===== config.mk =====
export PLATFORM = sky130hd
export DESIGN_NAME = sorted_priority_queue_core
export DESIGN_NICKNAME = d
export VERILOG_FILES = /design/src/hdl/sortq_pkg.sv /design/src/hdl/sortq_cell.sv /design/src/hdl/sorted_priority_queue_core.sv
export SDC_FILE = /design/constraint.sdc
export NUM_CORES = 2
export LEC_CHECK = 0
export BUFFER_PORTS_ARGS = -buffer_cell sky130_fd_sc_hd__buf_2
export CAP_MARGIN = 20
export CORE_MARGIN = 4
export CORE_UTILIZATION = 50
export DETAILED_ROUTE_END_ITERATION = 7
export PLACE_DENSITY = 0.66
export SYNTH_ARGS = -nofsm -noshare
export SYNTH_HDL_FRONTEND = slang
export SYNTH_SLANG_ARGS = --single-unit

===== constraint.sdc =====
create_clock -name aclk -period 10.2 [get_ports aclk]
set_input_delay 0 -clock aclk [delete_from_list [all_inputs] [get_ports aclk]]
set_output_delay 0 -clock aclk [all_outputs]
set_load 0.05 [all_outputs]

===== src/hdl/sortq_pkg.sv =====
package sortq_pkg;

    typedef enum logic [1:0] {
        CMD_INSERT = 2'd0,
        CMD_REMOVE = 2'd1,
        CMD_SIZE   = 2'd2,
        CMD_UNUSED = 2'd3
    } cmd_t;

    typedef enum logic [1:0] {
        ST_OK    = 2'd0,
        ST_EMPTY = 2'd1,
        ST_FULL  = 2'd2,
        ST_RSVD  = 2'd3
    } status_t;

    localparam int VALUE_W = 32;
    localparam int PRIO_W  = 16;
    localparam int COUNT_W = 5;
    localparam int S_TDATA_W = 56;
    localparam int M_TDATA_W = 40;

    typedef struct packed {
        logic                      valid;
        logic signed [VALUE_W-1:0] value;
        logic signed [PRIO_W-1:0]  prio;
    } entry_t;

    typedef struct packed {
        logic                      insert;
        logic                      remove;
        logic signed [VALUE_W-1:0] value;
        logic signed [PRIO_W-1:0]  prio;
    } cell_op_t;

endpackage


===== src/hdl/sortq_cell.sv =====
module sortq_cell (
    input  logic              aclk,
    input  logic              aresetn,
    input  sortq_pkg::cell_op_t op,
    input  sortq_pkg::entry_t left_entry,
    input  logic              left_take,
    input  sortq_pkg::entry_t right_entry,
    output sortq_pkg::entry_t entry,
    output logic              take
);
    import sortq_pkg::*;

    logic                      valid_reg, valid_next;
    logic signed [VALUE_W-1:0] value_reg, value_next;
    logic signed [PRIO_W-1:0]  prio_reg, prio_next;

    // A cell takes part in an insert when the new priority belongs at or before it.
    assign take = !valid_reg || (op.prio <= prio_reg);

    always_comb begin
        valid_next = valid_reg;
        value_next = value_reg;
        prio_next  = prio_reg;
        if (op.insert && take) begin
            if (left_take) begin
                valid_next = left_entry.valid;
                value_next = left_entry.value;
                prio_next  = left_entry.prio;
            end else begin
                valid_next = 1'b1;
                value_next = op.value;
                prio_next  = op.prio;
            end
        end else if (op.remove) begin
            valid_next = right_entry.valid;
            value_next = right_entry.value;
            prio_next  = right_entry.prio;
        end
    end

    always_ff @(posedge aclk) begin
        if (!aresetn) begin
            valid_reg <= 1'b0;
        end else begin
            valid_reg <= valid_next;
        end
        value_reg <= value_next;
        prio_reg  <= prio_next;
    end

    assign entry.valid = valid_reg;
    assign entry.value = value_reg;
    assign entry.prio  = prio_reg;

endmodule


===== src/hdl/sorted_priority_queue_core.sv =====
// Bounded priority queue held as a row of DEPTH cells kept sorted by priority, lowest
// number at the front; among equal priorities the newest entry leaves first. Each word
// carries one command and gives exactly one result word. Every command is applied to
// all cells at once, since all cells compare against the new priority and shift toward a
// neighbor in parallel, so one word is taken per cycle; s_axis_tready drops only while a
// result is held in the output register and not yet taken. An insert into a full queue is
// dropped with status full, a remove from an empty queue reports status empty, and
// commands 2 and 3 act as a size query. entry_count gives the low five bits of the count.
module sorted_priority_queue_core #(
    parameter int DEPTH = 16
) (
    input  logic                             aclk,
    input  logic                             aresetn,
    input  logic                             s_axis_tvalid,
    output logic                             s_axis_tready,
    // cmd [1:0], value [33:2], priority_req [49:34], zero padding [55:50]
    input  logic [sortq_pkg::S_TDATA_W-1:0]  s_axis_tdata,
    output logic                             m_axis_tvalid,
    input  logic                             m_axis_tready,
    // removed_value [31:0], status [33:32], entry_count [38:34], zero padding [39]
    output logic [sortq_pkg::M_TDATA_W-1:0]  m_axis_tdata
);
    import sortq_pkg::*;

    localparam int CNT_W = $clog2(DEPTH + 1);

    logic                      accept;
    cmd_t                      cmd;
    logic signed [VALUE_W-1:0] in_value;
    logic signed [PRIO_W-1:0]  in_prio;
    logic                      full;
    logic                      empty;
    cell_op_t                  op;

    logic [CNT_W-1:0] count_reg, count_next;
    logic             m_valid_reg;
    logic [M_TDATA_W-1:0] m_data_reg, m_data_next;

    logic signed [VALUE_W-1:0] removed;
    status_t                   status;
    logic [31:0]               count_wide;

    entry_t entries [DEPTH];
    logic   takes   [DEPTH];

    assign s_axis_tready = !m_valid_reg || m_axis_tready;
    assign accept        = s_axis_tvalid && s_axis_tready;

    assign cmd      = cmd_t'(s_axis_tdata[1:0]);
    assign in_value = s_axis_tdata[33:2];
    assign in_prio  = s_axis_tdata[49:34];

    assign full  = (count_reg == CNT_W'(DEPTH));
    assign empty = (count_reg == '0);

    assign op.insert = accept && (cmd == CMD_INSERT) && !full;
    assign op.remove = accept && (cmd == CMD_REMOVE) && !empty;
    assign op.value  = in_value;
    assign op.prio   = in_prio;

    genvar i;
    generate
        for (i = 0; i < DEPTH; i++) begin : g_cell
            entry_t left_entry;
            logic   left_take;
            entry_t right_entry;

            if (i == 0) begin : g_first
                assign left_entry = '0;
                assign left_take  = 1'b0;
            end else begin : g_mid
                assign left_entry = entries[i-1];
                assign left_take  = takes[i-1];
            end

            if (i == DEPTH - 1) begin : g_last
                assign right_entry = '0;
            end else begin : g_inner
                assign right_entry = entries[i+1];
            end

            sortq_cell u_cell (
                .aclk        (aclk),
                .aresetn     (aresetn),
                .op          (op),
                .left_entry  (left_entry),
                .left_take   (left_take),
                .right_entry (right_entry),
                .entry       (entries[i]),
                .take        (takes[i])
            );
        end
    endgenerate

    always_comb begin
        count_next = count_reg;
        removed    = '0;
        status     = ST_OK;
        case (cmd)
            CMD_INSERT: begin
                if (full) begin
                    status = ST_FULL;
                end else begin
                    count_next = count_reg + CNT_W'(1);
                end
            end
            CMD_REMOVE: begin
                if (empty) begin
                    status = ST_EMPTY;
                end else begin
                    removed    = entries[0].value;
                    count_next = count_reg - CNT_W'(1);
                end
            end
            default: begin
                status = ST_OK;
            end
        endcase
        count_wide  = 32'(count_next);
        m_data_next = {1'b0, count_wide[COUNT_W-1:0], status, removed};
    end

    always_ff @(posedge aclk) begin
        if (!aresetn) begin
            count_reg   <= '0;
            m_valid_reg <= 1'b0;
        end else begin
            if (accept) begin
                count_reg   <= count_next;
                m_valid_reg <= 1'b1;
            end else if (m_axis_tready) begin
                m_valid_reg <= 1'b0;
            end
        end
        if (accept) begin
            m_data_reg <= m_data_next;
        end
    end

    assign m_axis_tvalid = m_valid_reg;
    assign m_axis_tdata  = m_data_reg;

endmodule

# Yosys cells after proc, flatten, opt, wreduce, memory -nomap -nowiden
# Cells that the tools add are included.
totals:
  rom_bits: 0
  regBits: 829
  mem_bits_rw: 0
  inputBits: 60
  latchBits: 0
  wordCells: 299
  out_inout_bits: 42
  mem_count: 0
op_classes:
  div_mod_pow: 0
  n_mul: 0
  n_mux: 149
  n_reduce_logical: 77
  bitwise: 1
  n_shift: 0
  order_cmp: 16
  n_eq_ne: 2
  add_sub_neg: 2
op_table:
  columns: ["cell", "n"]
  rows:
  - ["32-bit two-way mux", 47]
  - ["16-bit two-way mux", 47]
  - ["16-bit less-or-equal comparator", 16]
  - ["1-bit two-way mux", 50]
  - ["2-bit nonzero test", 17]
  - ["1-bit logical AND", 21]
  - ["1-bit zero test", 19]
  - ["1-bit logical OR", 17]
  - ["5-bit two-way mux", 2]
  - ["5-bit case mux with 2 select lines", 1]
  - ["5-bit by 1-bit adder with 5-bit output (second input constant)", 1]
  - ["5-bit equality test (second input constant)", 1]
  - ["5-bit zero test", 1]
  - ["5-bit by 1-bit subtractor with 5-bit output (second input constant)", 1]
  - ["2-bit case mux with 2 select lines", 1]
  - ["2-bit by 1-bit equality test with 1-bit output (second input constant)", 1]
  - ["2-bit zero test", 1]
  - ["2-bit two-way mux", 1]
  - ["2-bit OR reduction", 1]
  - ["1-bit inverter", 1]

# Depth between registers and ports, before layout
logic_depth:
  depth_word: 7
  mapped_depth: 15
  mapped_depth_nobuf: 9

# Modules after synthesis
# A second synthesis with hierarchy kept.
hier_totals:
  cells_unflattened: 3758
  area_unflattened_um2: 53613.9
modules_own_cells:
  columns: ["mod", "cells_each", "instances", "seq_area_each_um2", "area_each_um2"]
  rows:
  - ["sortq_cell (g_cell[0].u_cell ...)", 227, 8, 1461.4, 3328.2]
  - ["sortq_cell (g_cell[2].u_cell ...)", 224, 8, 1461.4, 3128.0]
  - ["sorted_priority_queue_core", 150, 1, 1291.2, 1964.4]

# Worst setup path before layout
# OpenSTA, ideal clock, no wires.
synth_timing:
  kind: "input -> register"
  from: "input port s_axis_tdata[34] (netlist bit)"
  to: "register g_cell[5].u_cell.prio_reg[0] (enable)"
  required_time_ps: 9680
  slack_ps: 3738
  arrival_ps: 5942
  setup_time_ps: 520
  cell_stages: 14
  n_path_buf: 6
  path_cell_list: "clkbuf_1 clkbuf_1 inv_1 ha_1 and4_1 nand4_1 nand3b_1 and4b_1 buf_2 or2_2 buf_2 buf_2 buf_2 o21ai_0"
synth_via:
  elab_chain_len: 4
synth_lines:
  columns: ["item", "line_no", "rtl"]
  rows:
  - ["from (decl)", "sorted_priority_queue_core.sv:17", "input logic [sortq_pkg::S_TDATA_W-1:0] s_axis_tdata,"]
  - ["16-bit less-or-equal comparator", "sortq_cell.sv:18", "assign take = !valid_reg || (op.prio <= prio_reg);"]
  - ["1-bit logical OR", "sortq_cell.sv:18", null]
  - ["1-bit logical AND", "sortq_cell.sv:24", "if (op.insert && take) begin"]
  - ["2-bit nonzero test (no source line)", null, null]
  - ["to (signal assigned)", "sortq_cell.sv:48", "prio_reg <= prio_next;"]
  - ["to (decl)", "sortq_cell.sv:15", "logic signed [PRIO_W-1:0] prio_reg, prio_next;"]
# No other way between the ends.
# A chain may end at the register's enable or synchronous reset.

# Worst setup path after layout
layout_timing:
  from: "input port s_axis_tdata[34] (netlist bit)"
  to: "register g_cell[3].u_cell.value_reg[28] (enable)"
layout_via:
  elab_chain_len: 4
layout_lines:
  columns: ["item", "line_no", "rtl"]
  rows:
  - ["16-bit less-or-equal comparator", "sortq_cell.sv:18", null]
  - ["1-bit logical OR", "sortq_cell.sv:18", null]
  - ["1-bit logical AND", "sortq_cell.sv:24", null]
  - ["2-bit nonzero test (no source line)", null, null]
  - ["to (signal assigned)", "sortq_cell.sv:47", "value_reg <= value_next;"]
  - ["to (decl)", "sortq_cell.sv:14", "logic signed [VALUE_W-1:0] value_reg, value_next;"]
# No other way between the ends.

==> flow_summary.html <==
<table>
<tr><th>Metric</th><th>Value</th></tr>
<tr><th colspan="2">Finish</th></tr>
<tr><td>Synthesis-to-layout area growth</td><td>9.98%</td></tr>
<tr><td>Fraction of layout cells with a size suffix above 1</td><td>10.3%</td></tr>
<tr><td>Flip-flop count of the largest register after layout</td><td>512</td></tr>
<tr><td>Final non-filler cell total</td><td>5869</td></tr>
<tr><td># nets final</td><td>4828</td></tr>
<tr><th colspan="2">CTS</th></tr>
<tr><td>CTS Sinks</td><td>829</td></tr>
<tr><td>Post CTS Setup Buffer Count</td><td>0</td></tr>
<tr><td>Htree depth</td><td>3</td></tr>
<tr><td>CTS Root Cell</td><td>sky130_fd_sc_hd__clkbuf_16</td></tr>
<tr><td>Maximum count of clock buffers along a single path</td><td>3</td></tr>
<tr><td>Number of hold-repair buffers added at the cts stage</td><td>40</td></tr>
<tr><td>TritonCTS clock tree</td><td>built</td></tr>
<tr><td>Cts bufs inserted</td><td>92</td></tr>
<tr><td>Post-cts sizing count</td><td>0</td></tr>
<tr><td>Clock transition time at the flip-flop clock pins of the worst setup and hold paths</td><td>0.06 ns</td></tr>
<tr><td>Latest clock arrival within the worst-skew pair</td><td>0.68 ns</td></tr>
<tr><th colspan="2">Pwr</th></tr>
<tr><td>Pwr dens</td><td>159 nW/um^2</td></tr>
<tr><td>Static power due to leakage</td><td>22.6 nW</td></tr>
<tr><td>Maximum vdd drop</td><td>140 uV</td></tr>
<tr><th colspan="2">STA</th></tr>
<tr><td>Timing-limited maximum frequency</td><td>0.221 GHz</td></tr>
<tr><td>Final setup skew</td><td>0.0431 ns</td></tr>
<tr><td>Slew Viols, Final</td><td>0</td></tr>
<tr><td>RSZ-0062 raised after global routing</td><td>no</td></tr>
<tr><td>Final critical delay including setup and external delays</td><td>4.53 ns</td></tr>
<tr><td>Final setup viols</td><td>0</td></tr>
<tr><td>Final-report hold violation count</td><td>0</td></tr>
<tr><td>Worst Max-Slew Pin Slew</td><td>1.06 ns</td></tr>
<tr><td>Final clock period utilization by the worst path</td><td>44.5%</td></tr>
<tr><td>Relative slew margins</td><td>29.0%</td></tr>
<tr><td>Final Worst Setup Slack</td><td>5.67 ns</td></tr>
<tr><td>Final setup TNS</td><td>0 ns</td></tr>
<tr><th colspan="2">Detailed routing</th></tr>
<tr><td>Wire length per cell after detailed routing</td><td>20.3 microns</td></tr>
<tr><td>Via count</td><td>34400</td></tr>
<tr><td>Detailed router's first-iteration violation count</td><td>2498</td></tr>
<tr><td>Routed wire length</td><td>119 mm</td></tr>
<tr><td>Count of nets left with antenna violations after detail routing</td><td>0</td></tr>
<tr><td>Post-detailed-route DRC marker count</td><td>0</td></tr>
<tr><td>Average vias per placed instance</td><td>5.87</td></tr>
<tr><td>First-pass iteration count of the detailed router</td><td>5</td></tr>
<tr><th colspan="2">Synth</th></tr>
<tr><td>Fraction of the mapped netlist area in simple logic gates</td><td>9.33%</td></tr>
<tr><td>Number of enable flip-flop cells after synthesis</td><td>807</td></tr>
<tr><td>Mux cell area share after synthesis</td><td>15.1%</td></tr>
<tr><td>Post-synthesis net count</td><td>4861</td></tr>
<tr><td>Synth async-reset ratio</td><td>0%</td></tr>
<tr><td>Count of mapped cells out of synthesis</td><td>4543</td></tr>
<tr><td>Synth cell count leaders</td><td>807 x sky130_fd_sc_hd__edfxtp_1, 594 x sky130_fd_sc_hd__mux2i_1, 536 x sky130_fd_sc_hd__a21oi_1</td></tr>
<tr><td>Primary FF master, synth</td><td>sky130_fd_sc_hd__edfxtp_1</td></tr>
<tr><td>Synth Area in XOR/XNOR</td><td>0.0541%</td></tr>
<tr><td>Library cell with the highest instance count after synthesis</td><td>sky130_fd_sc_hd__edfxtp_1</td></tr>
<tr><td>Synth Register Bits</td><td>829</td></tr>
<tr><td>Synthesis Warnings</td><td>0</td></tr>
<tr><td>Proportion of synthesized chip area in sequential cells</td><td>50.8%</td></tr>
<tr><td>Synth area leader</td><td>sky130_fd_sc_hd__edfxtp_1</td></tr>
<tr><td>Adder-cell share of the synthesized area</td><td>6.65%</td></tr>
<tr><td>Dominant combinational cell family by area after synthesis</td><td>multiplexers</td></tr>
<tr><td>Distinct cells, synth</td><td>78</td></tr>
<tr><td>Post-Syn Area</td><td>48500 sq um</td></tr>
<tr><td>Ranking of synthesized cells by area</td><td>sky130_fd_sc_hd__edfxtp_1 50%, sky130_fd_sc_hd__mux2i_1 12%, sky130_fd_sc_hd__ha_1 6.7%</td></tr>
<tr><td>Mean instance size in the synthesized netlist</td><td>10.7 sq um</td></tr>
<tr><td>Compound-Gate Fraction of Synth Area</td><td>12.7%</td></tr>
<tr><td>Share of the synthesized area in the top cell type</td><td>49.9%</td></tr>
<tr><th colspan="2">Setup path</th></tr>
<tr><td>Worst R2R Start</td><td>count_reg[0]</td></tr>
<tr><td>Register-to-register setup slack</td><td>5.68 ns</td></tr>
<tr><td>Crit path capture type</td><td>register</td></tr>
<tr><td>WS Path Type</td><td>input port to register</td></tr>
<tr><td>Worst reg2reg endpoint</td><td>g_cell[4].u_cell.prio_reg[0]</td></tr>
<tr><td>Highest net fanout along the worst path</td><td>49</td></tr>
<tr><td>CP most frequent cell</td><td>sky130_fd_sc_hd__buf_4</td></tr>
<tr><td>Cell with the largest stage delay on the worst path</td><td>sky130_fd_sc_hd__buf_4</td></tr>
<tr><td>Crit path buffers/inverters</td><td>6</td></tr>
<tr><td>Stage delay of the slowest cell on the critical path</td><td>0.61 ns</td></tr>
<tr><td>R2R cell count</td><td>11</td></tr>
<tr><td>Cell family with most CP delay</td><td>buffers and inverters</td></tr>
<tr><td>Worst endpoint data arrival time</td><td>4.81 ns</td></tr>
<tr><td>Type of origin of the critical path</td><td>input port</td></tr>
<tr><td>Endpoint required time on the critical path</td><td>10.48 ns</td></tr>
<tr><td>Crit-path cells</td><td>dlygate4sd3_1, buf_2, inv_1, ha_1, nor2b_1, o21a_1, o21a_1, o21ai_1, a21oi_4, buf_4, nor3_4, buf_4, or2_2, buf_4</td></tr>
<tr><td>Number of cells on the critical path</td><td>14</td></tr>
<tr><th colspan="2">Hold path</th></tr>
<tr><td>Destination of the worst hold path</td><td>g_cell[7].u_cell.prio_reg[13]</td></tr>
<tr><td>Worst min-delay path category</td><td>input port to register</td></tr>
<tr><td>Origin of the worst min-delay path</td><td>s_axis_tdata[47]</td></tr>
<tr><td>Number of cells traversed by the worst hold path</td><td>4</td></tr>
<tr><th colspan="2">Die</th></tr>
<tr><td>Number of rows in the core area</td><td>114</td></tr>
<tr><td>DIE HEIGHT</td><td>320 microns</td></tr>
<tr><td>Overall die area</td><td>102000 sq um</td></tr>
<tr><td>Initial core utilization</td><td>50.3%</td></tr>
<tr><td>Core area</td><td>96600 sq um</td></tr>
<tr><td>Boundary Pins</td><td>102</td></tr>
<tr><td>Horizontal die dimension</td><td>320 microns</td></tr>
<tr><th colspan="2">GRT</th></tr>
<tr><td>Antenna violations before repair</td><td>7</td></tr>
<tr><td>Remaining Overflow, GRT</td><td>0</td></tr>
<tr><td>Number of global-route vias before repair</td><td>35500</td></tr>
<tr><td>Global router's overall resource usage</td><td>22.7%</td></tr>
<tr><td>Maximum number of pins on one net before global-route repair</td><td>100</td></tr>
<tr><td>Global-route wire length before repair</td><td>191 mm</td></tr>
<tr><th colspan="2">Placed design</th></tr>
<tr><td>Setup Slack @ Placement</td><td>5.62 ns</td></tr>
<tr><td>Number of placed instances, taps included</td><td>5649</td></tr>
<tr><td>Weighted congestion reported at the end of routability-driven placement</td><td>0.843</td></tr>
<tr><td>Post-detail-place hpwl</td><td>80.8 mm</td></tr>
<tr><td>IO buf count</td><td>94</td></tr>
<tr><th colspan="2">Run</th></tr>
<tr><td>Number of maximum-capacitance violations</td><td>0</td></tr>
<tr><th colspan="2">Outcome</th></tr>
<tr><td>Outcome</td><td>complete, no violations</td></tr>
</table>
==> logic make-up (layout without fill, tap and decap cells) <==
family          count (synthesis)  after routing
compound gates               1110           1110
simple gates                 1026           1026
flops                         829            829
mux                           708            708
buf+inv                       608            652
fa+ha+maj                     258            258
xor+xnor                        3              3
other cells                     1              7
==> report_power, final <==
| group | internal (mW) | switching (mW) | leakage (nW) |
|---|---|---|---|
| Combinational | 0.354 | 0.643 | 13.4 |
| Clock | 1.97 | 1.43 | 1.51 |
| Sequential | 4.00 | 0.117 | 7.65 |
==> cell usage in the layout, fill, tap and decap left out, types with 18 or more instances in the layout <==
master / netlist / final
sky130_fd_sc_hd__dlygate4sd3_1: 0 / 40
sky130_fd_sc_hd__mux2_2: 81 / 81
sky130_fd_sc_hd__a31oi_1: 102 / 102
sky130_fd_sc_hd__a21o_1: 35 / 35
sky130_fd_sc_hd__o21ai_1: 19 / 18
sky130_fd_sc_hd__clkinv_2: 0 / 18
sky130_fd_sc_hd__nand2_1: 407 / 398
sky130_fd_sc_hd__mux2_4: 30 / 30
sky130_fd_sc_hd__buf_4: 17 / 70
sky130_fd_sc_hd__o21ai_0: 306 / 303
sky130_fd_sc_hd__ha_1: 258 / 258
sky130_fd_sc_hd__and2_1: 36 / 35
sky130_fd_sc_hd__edfxtp_1: 807 / 807
sky130_fd_sc_hd__dfxtp_1: 22 / 22
sky130_fd_sc_hd__a21oi_1: 536 / 535
sky130_fd_sc_hd__nand3_1: 70 / 69
sky130_fd_sc_hd__clkbuf_16: 0 / 94
sky130_fd_sc_hd__inv_1: 270 / 270
sky130_fd_sc_hd__nor3_1: 41 / 38
sky130_fd_sc_hd__buf_2: 105 / 94
sky130_fd_sc_hd__clkinv_1: 1 / 25
sky130_fd_sc_hd__nand4_1: 52 / 52
sky130_fd_sc_hd__nor2_1: 329 / 327
sky130_fd_sc_hd__mux2i_1: 594 / 594
sky130_fd_sc_hd__o211ai_1: 19 / 19
==> worst max path at each step <==
stage,start,to
2_1_floorplan,s_axis_tdata[34],g_cell[5].u_cell.prio_reg[0]
3_3_place_gp,s_axis_tdata[34],g_cell[7].u_cell.value_reg[11]
3_5_place_dp,s_axis_tdata[39],g_cell[8].u_cell.value_reg[9]
4_1_cts,g_cell[8].u_cell.prio_reg[5],g_cell[8].u_cell.value_reg[28]
5_1_grt,m_axis_tvalid,g_cell[2].u_cell.value_reg[17]
6_report,s_axis_tdata[34],g_cell[3].u_cell.value_reg[28]
==> worst reg2reg max path, delay by kind of cell (launching register included) <==
kind                     cells  cell delay [ns]
adder cells (fa/ha/maj)      1             0.25
buffers and inverters        5             2.38
flip-flops                   1             0.37
AND/OR/NAND/NOR              4             0.75
AO/OA/AOI/OAI                1             0.39
==> layout make-up <==
cell class	count	area, sq um
Timing Repair Buffer	209	1490
Inverter	272	1020
Clock buffer	113	2490
Tap cell	1276	1600
Fill cell	8404	43200
Clock inverter	58	582
Antenna cell	6	15.0
Sequential cell	829	24700
Multi-Input combinational cell	3106	21500
==> metal layers <==
layer | vias up | share of wire (%) | track usage, %
met5 | - | 0.011 | 0
met4 | 2 | 2.1 | 5.45
met3 | 170 | 3.4 | 2.85
met2 | 597 | 51 | 40.0
met1 | 17100 | 44 | 29.7
li1 | 16600 | - | -
==> per-stage QoR <==
step / hold slack (ns) / power (mW) / utilization, % / area [sq um]
CTS: 0.0230 / 8.58 / 55.2 / 53300
detailed placement: 0.273 / 5.16 / 51.6 / 49800
global route: 0.0500 / 8.85 / 55.3 / 53400
floorplan: 0.118 / 4.85 / - / 48500
finish: 0.0570 / 8.51 / 55.3 / 53400
global placement: 0.246 / 5.13 / 51.6 / 49800
No activity file was read; power rests on OpenSTA's default activity.
